===== config.mk =====
export PLATFORM = sky130hd
export DESIGN_NAME = ctvc_cfg
export DESIGN_NICKNAME = d
export VERILOG_FILES = /design/src/hw/rtl/ctvc_pkg.sv /design/src/hw/rtl/ctvc_cfg.sv
export SDC_FILE = /design/constraint.sdc
export NUM_CORES = 1
export LEC_CHECK = 0
export BUFFER_PORTS_ARGS = -buffer_cell sky130_fd_sc_hd__buf_2
export CORE_ASPECT_RATIO = 1.5
export CORE_UTILIZATION = 45
export DETAILED_ROUTE_END_ITERATION = 8
export PLACE_DENSITY = 0.75
export REMOVE_ABC_BUFFERS = 1
export SLEW_MARGIN = 20
export SYNTH_ARGS = -nofsm -noshare
export SYNTH_HDL_FRONTEND = slang
export SYNTH_SLANG_ARGS = --single-unit

===== constraint.sdc =====
create_clock -name clk -period 1.8 [get_ports clk]
set_input_delay 0.36 -clock clk [delete_from_list [all_inputs] [get_ports clk]]
set_output_delay 0.36 -clock clk [all_outputs]
set_load 0.005 [all_outputs]

===== src/hw/rtl/ctvc_pkg.sv =====
package ctvc_pkg;

	// Register map, word index on the configuration port
	typedef enum logic [2:0] {
		REG_RADIUS = 3'd0,
		REG_SPEED  = 3'd1,
		REG_RATE   = 3'd2,
		REG_HEIGHT = 3'd3,
		REG_GAIN   = 3'd4
	} reg_idx_t;

	// Quadrant of the phase, top two bits
	typedef enum logic [1:0] {
		QUAD_0 = 2'd0,
		QUAD_1 = 2'd1,
		QUAD_2 = 2'd2,
		QUAD_3 = 2'd3
	} quad_t;

	localparam int ATAN_LEN = 24;
	localparam int TRIG_W   = 34;
	localparam int SAT_W    = 68;

	localparam logic signed [TRIG_W-1:0] CORDIC_K = 34'sd652032874;
	localparam logic signed [32:0] ONE_Q27 = 33'sd134217728;

	// atan(2^-i) in Q0.32 turns
	localparam logic signed [31:0] ATAN_TURNS [ATAN_LEN] = '{
		32'sd536870912, 32'sd316933406, 32'sd167458907, 32'sd85004756,
		32'sd42667331,  32'sd21354465,  32'sd10679838,  32'sd5340245,
		32'sd2670163,   32'sd1335087,   32'sd667544,    32'sd333772,
		32'sd166886,    32'sd83443,     32'sd41722,     32'sd20861,
		32'sd10430,     32'sd5215,      32'sd2608,      32'sd1304,
		32'sd652,       32'sd326,       32'sd163,       32'sd81
	};

	typedef struct packed {
		logic [30:0]        radius;
		logic [30:0]        speed;
		logic [31:0]        rate;
		logic signed [31:0] height;
		logic [23:0]        gain;
	} cfg_t;

	// Fields that ride along the trig pipeline
	typedef struct packed {
		logic signed [31:0] pos_x;
		logic signed [31:0] pos_y;
		logic signed [31:0] pos_z;
		logic signed [15:0] quat_w;
		logic signed [15:0] quat_x;
		logic signed [15:0] quat_y;
		logic signed [15:0] quat_z;
		logic [1:0]         quad;
	} side_t;

	function automatic logic signed [31:0] sat32(input logic signed [SAT_W-1:0] v);
		logic signed [31:0] r;
		if (v > 68'sd2147483647)
			r = 32'sh7FFFFFFF;
		else if (v < -68'sd2147483648)
			r = 32'sh80000000;
		else
			r = v[31:0];
		return r;
	endfunction

endpackage


===== src/hw/rtl/ctvc_cfg.sv =====
module ctvc_cfg (
	input  logic              clk,
	input  logic              arst_n,
	input  logic              psel,
	input  logic              penable,
	input  logic              pwrite,
	input  logic [4:0]        paddr,
	input  logic [31:0]       pwdata,
	output logic [31:0]       prdata,
	output logic              pready,
	output ctvc_pkg::cfg_t    cfg
);
	import ctvc_pkg::*;

	cfg_t       cfg_q;
	logic [2:0] idx;
	logic       wr;

	assign idx    = paddr[4:2];
	assign wr     = psel && penable && pwrite;
	assign pready = 1'b1;
	assign cfg    = cfg_q;

	// Write the addressed register, drop bits above its width
	always_ff @(posedge clk or negedge arst_n) begin
		if (!arst_n) begin
			cfg_q.radius <= 31'd393216;
			cfg_q.speed  <= 31'd131072;
			cfg_q.rate   <= 32'd890059;
			cfg_q.height <= 32'sd196608;
			cfg_q.gain   <= 24'd6554;
		end else if (wr) begin
			case (idx)
				REG_RADIUS: cfg_q.radius <= pwdata[30:0];
				REG_SPEED:  cfg_q.speed  <= pwdata[30:0];
				REG_RATE:   cfg_q.rate   <= pwdata;
				REG_HEIGHT: cfg_q.height <= $signed(pwdata);
				REG_GAIN:   cfg_q.gain   <= pwdata[23:0];
				default: ;
			endcase
		end
	end

	// Read back
	always_comb begin
		case (idx)
			REG_RADIUS: prdata = {1'b0, cfg_q.radius};
			REG_SPEED:  prdata = {1'b0, cfg_q.speed};
			REG_RATE:   prdata = cfg_q.rate;
			REG_HEIGHT: prdata = cfg_q.height;
			REG_GAIN:   prdata = {8'd0, cfg_q.gain};
			default:    prdata = 32'd0;
		endcase
	end
endmodule


==> impl_metrics.py, run 1 <==
metrics = {
    "yosys": {
        "synth_area_per_cell_um2": 14.88,
        "synthCells": 464,
        "yosysTopAreaCellShare_pct": 46.02,
        "yosysUniqueCellTypes": 28,
        "ys_warn_count": 0,
        "ys_seq_area_share_pct": 54.77,
        "netlist_area_mm2": 0.006905,
        "ys_ff_latch": 150,
        "yosys-top-cells-area": "dfrtp_1 (46%), mux2_2 (23%), dfstp_2 (8.8%)",
        "synth_area_leader_cell": "dfrtp_1",
    },
    "place": {
        "dp.final_hpwl_um": 14560,
        "gp_congestion": 0.8034,
        "place_ws_ps": -149.7,
        "portBuffers": 221,
    },
    "routing": {
        "drtPass1Iterations": 5,
        "route.vias.total": 5553,
        "viasPerCell": 5.575,
        "drtIter0Drc": 302,
        "wl_per_cell_um": 21.63,
        "drt_wl_total_um": 21540,
        "ant_nets": 0,
        "drc": 0,
    },
    "cts": {
        "clk_pin_slew_ps": 70,
        "htreeDepth": 4,
        "cts.sinks": 150,
        "clockBufferDepth": 2,
        "cts_tree": "yes",
        "cts_buffers": 17,
        "clock_tree.root_cell": "clkbuf_16",
        "clock_latency_ps": 420,
    },
    "die": {
        "start_util_pct": 45.82,
        "die_h_um": 153.7,
        "coreArea_mm2": 0.01507,
        "die_area_mm2": 0.01585,
        "fp-row-count": 55,
        "io_pins": 225,
        "die_w_um": 103.1,
    },
    "sta": {
        "fin_crit_ps": 1895,
        "period_share_pct": 105.3,
        "timing.fmax_mhz": 527.6,
        "finalHoldViolCount": 0,
        "rsz0062_at_grt": "true",
        "worst_slack_ps": -95.22,
        "relSlewSlack_pct": 63.94,
        "worst_pin_slew_ps": 540.9,
        "final-setup-viol-count": 15,
        "clock_skew_ps": 0,
        "drv_slew": 0,
    },
    "final_layout": {
        "areaGrowthSynthToFinish_pct": 44.59,
        "fillCellCount": 1104,
        "largest_register_ffs": 150,
        "multi_input_area_mm2": 0.003064,
        "area.sequential_mm2": 0.003782,
        "finalNetCount": 825,
        "drive_above_1_share_pct": 73.99,
    },
    "setup_path": {
        "critPathKind": "register to primary output",
        "cp-start-kind": "register",
        "worstPathCellList": "mux4_2 > nor2b_1 > buf_2",
        "rr_worst_depth": 3,
        "cp_slowest_cell": "mux4_2",
        "slowest_delay_ps": 450,
        "path_max_fanout": 3,
        "critPathRequiredTime_ps": 1440,
        "crit_arrival_ps": 1540,
        "critPathCaptureType": "primary output",
    },
    "global_routing": {
        "grt_pass1_vias": 5890,
        "grtUsageTotal_pct": 27.67,
        "grt_overflow": 0,
        "antenna_found_initial": 2,
        "grt_pass1_wl_um": 32400,
        "grt_max_degree": 53,
    },
    "min_path": {
        "hold_depth": 2,
        "min_path_type": "primary input to register",
    },
    "power": {
        "peakVddDrop_v": 0.0005861,
        "finalPower_w": 0.01132,
        "power.density_mw_per_mm2": 1133,
        "leakage_nw": 5.074,
    },
    "outcome": {
        "violations": "negative setup slack",
        "status": "complete, but fails checks",
    },
    "flow_run": {
        "maxCapViolations": 0,
    },
}
==> kinds of logic after synthesis <==
group	count (synthesis)	synth area share, %
buffers and inverters	38	2.990
AOI/OAI and AO/OA	72	7.411
other	1	0.05431
DFF	150	54.77
and+or+nand+nor	21	2.337
muxes	182	32.43
==> area by class of cell <==
class                      instances  area share, %
antenna                            1        0.02506
clock buffer                      20          4.574
clock inverter                    12          1.667
inverter                           1        0.03759
multi-input combinational        276          30.69
sequential                       150          37.88
tap                              199          2.494
timing repair buffer             337          22.63
==> final timing paths <==
path                             from  slack, ps         end
setup / recovery             cfg[117]       -100  prdata[29]
hold / removal             pwdata[31]        190     cfg[55]
setup reg to reg              cfg[29]        780     cfg[29]
hold reg to reg               cfg[92]        530     cfg[92]
max in group asynchronous      arst_n        670     cfg[72]
min in group asynchronous      arst_n        480     cfg[22]
==> critical path: cells and delay by family, from the launching register on <==
family / cells / cell delay (ps)
buffers and inverters: 1 / 120
DFF: 1 / 400
muxes: 1 / 450
and+or+nand+nor: 1 / 140
==> cells in the final DEF, fill, tap and decap left out, types with 3 or more instances in the layout <==
master,synthesis,layout
dfrtp_1,127,127
clkinv_4,0,3
clkbuf_16,0,17
a32oi_2,0,4
dfstp_2,23,23
buf_4,7,94
o21ai_1,0,23
buf_2,12,218
mux4_2,7,7
a32oi_1,24,20
buf_6,3,4
mux2_2,142,131
nor2b_1,10,3
buf_12,0,19
inv_6,0,4
mux2_4,30,41
nor2b_4,0,6
bufinv_16,0,3
a22oi_1,23,23
==> power by group <==
group	switching [W]	internal [W]	leakage [nW]
sequential	0.000504	0.00411	1.86
combinational	0.00115	0.00181	2.91
clock	0.00146	0.00228	0.298
total	0.00311	0.00820	5.07
==> through the flow <==
| step | area [um^2] | setup TNS [ps] | util, % | hold slack [ps] | instances |
|---|---|---|---|---|---|
| global route | 9985 | -2206 | 66.25 | 186.8 | 996 |
| finish | 9985 | -799.7 | 66.25 | 189.9 | 996 |
| floorplan | 6703 | -82060 | - | 64.41 | 427 |
| detailed placement | 8631 | -8526 | 57.27 | 353.9 | 892 |
| CTS | 9763 | -813.6 | 64.78 | 175.5 | 980 |
| global placement | 8631 | -7629 | 57.27 | 345.4 | 892 |
==> synthesized netlist by cell type <==
cell       instances
buf_1              2
nor3b_2            1
conb_1             1
nor3_2             1
nor2_1             2
nand4b_4           1
dfstp_2           23
dfrtp_1          127
mux2i_1            1
mux2_1             2
buf_2             12
and2b_1            1
mux4_2             7
or3_1              1
buf_4              7
mux2_2           142
a2bb2oi_1          1
inv_1              1
buf_6              3
nor2b_1           10
nor3b_4            1
nand2_1            2
a32oi_1           24
o21ai_0           24
clkbuf_1          13
a22oi_1           23
mux2_4            30
nand3_1            1
==> metal layers <==
metal | share of wire, % | wire length (um) | vias up | track usage (%)
li1 | - | - | 2386 | -
met1 | 36 | 7744 | 2842 | 30.99
met2 | 54 | 11740 | 260 | 48.06
met3 | 5.5 | 1194 | 63 | 5.955
met4 | 4.0 | 861 | 2 | 14.82
met5 | 0.037 | 8 | - | 0
==> repair_timing <==
| item | in CTS | in global routing |
|---|---|---|
| endpoints found under the setup margin | 31 | 31 |
| gates cloned | 1 | 0 |
| hold buffers | 1 | 0 |
| resized for setup | 31 | 28 |
| pin swaps | 2 | 4 |
| buffers inserted | 54 | 15 |
| hold endpoints to repair | 39 | 0 |
No activity file was read; power rests on OpenSTA's default activity.
==> run 2: changes to the inputs <==
--- a/config.mk
+++ b/config.mk
@@ -6,10 +6,13 @@
 export NUM_CORES = 1
 export LEC_CHECK = 0
 export BUFFER_PORTS_ARGS = -buffer_cell sky130_fd_sc_hd__buf_2
+export CELL_PAD_IN_SITES_DETAIL_PLACEMENT = 1
+export CELL_PAD_IN_SITES_GLOBAL_PLACEMENT = 1
 export CORE_ASPECT_RATIO = 1.5
-export CORE_UTILIZATION = 45
+export CORE_MARGIN = 1.5
+export CORE_UTILIZATION = 37
 export DETAILED_ROUTE_END_ITERATION = 8
-export PLACE_DENSITY = 0.75
+export PLACE_DENSITY_LB_ADDON = 0.1
 export REMOVE_ABC_BUFFERS = 1
 export SLEW_MARGIN = 20
 export SYNTH_ARGS = -nofsm -noshare
==> impl_metrics.py, run 2 (synthesis results as in run 1) <==
metrics = {
    "global_routing": {
        "grt_overflow": 0,
        "grt_pass1_vias": 5818,
        "grt_pass1_wl_um": 34720,
        "antenna_found_initial": 0,
        "grt_max_degree": 63,
        "grtUsageTotal_pct": 24.04,
    },
    "setup_path": {
        "crit_arrival_ps": 1530,
        "cp-start-kind": "register",
        "critPathKind": "register to primary output",
        "critPathRequiredTime_ps": 1440,
        "path_max_fanout": 3,
        "critPathCaptureType": "primary output",
    },
    "cts": {
        "cts_buffers": 17,
        "cts_tree": "yes",
        "clockBufferDepth": 2,
        "cts.sinks": 150,
        "clock_latency_ps": 410,
        "htreeDepth": 4,
        "clk_pin_slew_ps": 60,
        "clock_tree.root_cell": "clkbuf_16",
    },
    "final_layout": {
        "final_core_util_pct": 55.06,
        "area.sequential_mm2": 0.003782,
        "diodes": 0,
        "multi_input_area_mm2": 0.003131,
        "drive_above_1_share_pct": 74.66,
        "areaGrowthSynthToFinish_pct": 46.66,
        "finalNetCount": 830,
        "largest_register_ffs": 150,
        "finalNonFillerCells": 1053,
        "fillCellCount": 1920,
        "final_cell_mix": "buf_2 (218), dfrtp_1 (127), mux2_2 (125), buf_4 (97), mux2_4 (47)",
        "final_common_cell": "buf_2",
    },
    "place": {
        "gp_congestion": 0.7529,
        "post-place-cells": 944,
        "dp.final_hpwl_um": 15490,
        "portBuffers": 221,
    },
    "routing": {
        "drt_wl_total_um": 23000,
        "route.vias.total": 5425,
        "drtPass1Iterations": 4,
        "viasPerCell": 5.152,
        "wl_per_cell_um": 21.84,
        "drtIter0Drc": 224,
        "ant_nets": 0,
        "drc": 0,
    },
    "sta": {
        "period_share_pct": 105.0,
        "fin_crit_ps": 1889,
        "worst_slack_ps": -89.15,
        "timing.fmax_mhz": 529.3,
        "rsz0062_at_grt": "true",
        "fin_setup_tns_ps": -977.6,
        "final-setup-viol-count": 20,
        "drv_slew": 0,
        "clock_skew_ps": 0,
        "finalHoldViolCount": 0,
    },
    "die": {
        "fp-row-count": 61,
        "io_pins": 225,
        "die_w_um": 114.5,
        "die_area_mm2": 0.01951,
        "die_h_um": 170.3,
        "coreArea_mm2": 0.01839,
        "start_util_pct": 37.54,
    },
    "flow_run": {
        "maxCapViolations": 0,
    },
    "outcome": {
        "violations": "negative setup slack",
        "status": "complete, but fails checks",
    },
    "power": {
        "power.density_mw_per_mm2": 1114,
        "leakage_nw": 5.136,
        "peakVddDrop_v": 0.0007609,
    },
    "min_path": {
        "min_path_type": "primary input to register",
    },
}
## run 2: changes by cell type in the layout (fill, tap and decap cells not counted), moves of 2 or more
cell / previous run / this run
mux2_2: 131 / 125
mux2_4: 41 / 47
a32oi_1: 20 / 16
a32oi_2: 4 / 8
inv_6: 4 / 0
buf_4: 94 / 97
buf_6: 4 / 7
clkbuf_8: 2 / 5
clkbuf_1: 1 / 3
clkinv_2: 0 / 2
clkinv_4: 3 / 1
## run 2: metal layers
layer	up-vias	track usage [%]	share of wire (%)
met5	-	0	0
li1	2392	-	-
met1	2833	28.25	39
met2	165	42.98	54
met3	35	4.594	4.0
met4	0	9.185	2.8
## run 2: area by class of cell
| class | count | area share (%) |
|---|---|---|
| Sequential cell | 150 | 37.35 |
| Multi-Input combinational cell | 276 | 30.91 |
| Timing Repair Buffer | 342 | 22.67 |
| Clock inverter | 7 | 0.9266 |
| Clock buffer | 25 | 4.991 |
| Inverter | 1 | 0.03706 |
| Tap cell | 252 | 3.113 |
## run 2: metrics by stage
step / hold slack (ps) / area, um^2 / power (W) / worst slack, ps
floorplan: 64.41 / 6703 / 0.005663 / -668.1
global placement: 206.3 / 8715 / 0.006984 / -184.2
detailed placement: 206.7 / 8715 / 0.007089 / -221.5
CTS: 169.4 / 9862 / 0.01117 / -109.6
global route: 182.5 / 10130 / 0.01182 / -144.7
finish: 184.8 / 10130 / 0.01128 / -89.15
## run 2: path summary, 6_finish.rpt
kind,start,to,slack [ps],cells past startpoint
setup / recovery,cfg[115],prdata[27],-90,3
hold / removal,pwdata[31],cfg[55],180,2
setup reg to reg,cfg[44],cfg[44],760,3
hold reg to reg,cfg[92],cfg[92],520,1
max in group asynchronous,arst_n,cfg[4],800,3
min in group asynchronous,arst_n,cfg[133],340,2
## run 2: power breakdown
part / switching, W / internal [W]
logic: 0.00118 / 0.00188
registers: 0.000508 / 0.00411
clock network: 0.00138 / 0.00223
## run 2: timing repair
action | CTS | global route
setup buffers | 56 | 19
endpoints found under the hold margin | 15 | 0
pin swaps | 7 | 13
endpoints found under the setup margin | 31 | 32
cloned | 1 | 0
hold buffers | 1 | 0
gates resized for setup | 42 | 30
## run 2: critical path: stages (launching register included)
cell,delay (ps)
dfrtp_1,400
mux4_2,450
nor2b_4,140
buf_2,120
==> run 3: changes to the inputs <==
--- a/config.mk
+++ b/config.mk
@@ -9,7 +9,6 @@
 export CELL_PAD_IN_SITES_DETAIL_PLACEMENT = 1
 export CELL_PAD_IN_SITES_GLOBAL_PLACEMENT = 1
 export CORE_ASPECT_RATIO = 1.5
-export CORE_MARGIN = 1.5
 export CORE_UTILIZATION = 37
 export DETAILED_ROUTE_END_ITERATION = 8
 export PLACE_DENSITY_LB_ADDON = 0.1
==> impl_metrics.py, run 3 (synthesis results as in run 1) <==
metrics = {
    "final_layout": {
        "final_common_cell": "buf_2",
        "finalInstanceArea_mm2": 0.01008,
        "finalNetCount": 831,
        "final_cell_mix": "buf_2 (219), mux2_2 (129), dfrtp_1 (127), buf_4 (99), mux2_4 (43)",
        "areaGrowthSynthToFinish_pct": 46.02,
        "fillCellCount": 1846,
        "diodes": 0,
        "drive_above_1_share_pct": 74.56,
        "largest_register_ffs": 150,
        "final_core_util_pct": 55.73,
    },
    "setup_path": {
        "critPathRequiredTime_ps": 1440,
        "path_max_fanout": 2,
        "slowest_delay_ps": 490,
        "worstPathCellList": "mux4_2 > nor2b_4 > buf_2",
        "critPathCaptureType": "primary output",
        "rr_worst_depth": 3,
        "cp-start-kind": "register",
        "crit_arrival_ps": 1560,
        "cp.depth": 3,
        "cp_slowest_cell": "mux4_2",
        "crit_family": "multiplexers",
        "path_buf_inv": 1,
        "critPathKind": "register to primary output",
    },
    "sta": {
        "drv_slew": 0,
        "fin_setup_tns_ps": -902.2,
        "fin_crit_ps": 1925,
        "clock_skew_ps": 0,
        "worst_slack_ps": -124.5,
        "period_share_pct": 106.9,
        "timing.fmax_mhz": 519.6,
        "rsz0062_at_grt": "true",
        "finalHoldViolCount": 0,
        "final-setup-viol-count": 17,
        "whs_ps": 184.3,
    },
    "place": {
        "place_area_mm2": 0.008702,
        "portBuffers": 221,
        "dp.final_hpwl_um": 15810,
        "gp_congestion": 0.7857,
        "place_ws_ps": -170.4,
    },
    "cts": {
        "cts_buffers": 17,
        "clock_tree.root_cell": "clkbuf_16",
        "htreeDepth": 4,
        "clock_latency_ps": 420,
        "cts_tree": "yes",
        "clockBufferDepth": 2,
        "cts.sinks": 150,
        "clk_pin_slew_ps": 60,
    },
    "global_routing": {
        "antenna_found_initial": 0,
        "grt_pass1_wl_um": 35740,
        "grt_max_degree": 78,
        "grtUsageTotal_pct": 25.12,
        "grt_pass1_vias": 5960,
        "grt_overflow": 0,
    },
    "die": {
        "coreArea_mm2": 0.01809,
        "fp-row-count": 60,
        "io_pins": 225,
        "die_w_um": 113.5,
        "start_util_pct": 38.17,
        "die_area_mm2": 0.01922,
        "die_h_um": 169.3,
    },
    "routing": {
        "viasPerCell": 5.158,
        "drt-met1-wl_um": 9120,
        "drtIter0Drc": 208,
        "route.vias.total": 5416,
        "wl_met3_um": 1054,
        "drtPass1Iterations": 5,
        "wl_met2_um": 12770,
        "wl_per_cell_um": 22.30,
        "drc": 0,
        "drt_wl_total_um": 23420,
        "highest_layer": "met4",
        "ant_nets": 0,
    },
    "min_path": {
        "min_path_type": "primary input to register",
        "hold_depth": 2,
    },
    "power": {
        "peakVddDrop_v": 0.0007157,
        "power.density_mw_per_mm2": 1108,
        "leakage_nw": 5.120,
    },
    "outcome": {
        "violations": "negative setup slack",
        "status": "complete, but fails checks",
    },
    "flow_run": {
        "maxCapViolations": 0,
    },
}
[run 3: path summary, 6_finish.rpt]
kind                       startpoint    endpoint  slack, ps
min in group asynchronous      arst_n     cfg[16]        320
min                        pwdata[31]     cfg[87]        180
max in group asynchronous      arst_n     cfg[75]        840
min reg2reg                   cfg[93]     cfg[93]        520
max reg2reg                   cfg[37]     cfg[37]        760
max                           cfg[83]  prdata[27]       -120
[run 3: area by class of cell]
type / instances / area (um^2) / share of cell area, %
clock inverter: 12 / 127.6 / 1.266
clock buffer: 20 / 446.7 / 4.430
tap: 248 / 310.3 / 3.077
sequential: 150 / 3782 / 37.51
multi-input combinational: 276 / 3103 / 30.77
timing repair buffer: 343 / 2310 / 22.91
inverter: 1 / 3.754 / 0.03723
[run 3: worst register-to-register path: cells and delay by family, from the launching register on]
kind | cells | cell delay, ps
flip-flops | 1 | 390
buffers and inverters | 2 | 270
multiplexers | 1 | 260
[run 3: through the flow]
stage,cells,total power (W)
final,1050,0.01117
after detailed placement,939,0.007102
after floorplan,427,0.005663
after global placement,939,0.006956
after global routing,1050,0.01169
after CTS,1030,0.01108
[run 3: repair_timing]
action,in CTS,in global routing
hold buffers,1,0
endpoints found under the hold margin,8,0
pin swaps,8,10
gates resized for setup,51,13
setup endpoints to repair,31,31
gates cloned,1,0
buffers inserted,57,20
[run 3: power by group]
group / switching [W] / internal, W / leakage, nW
clock network: 0.00142 / 0.00207 / 0.284
registers: 0.000499 / 0.00411 / 1.86
logic: 0.00120 / 0.00187 / 2.97
total: 0.00312 / 0.00805 / 5.12
[run 3: routing by layer]
metal | vias to the layer above | GRT usage [%]
li1 | 2389 | -
met1 | 2818 | 28.44
met2 | 178 | 46.29
met3 | 31 | 5.214
met4 | 0 | 8.581
met5 | - | 0
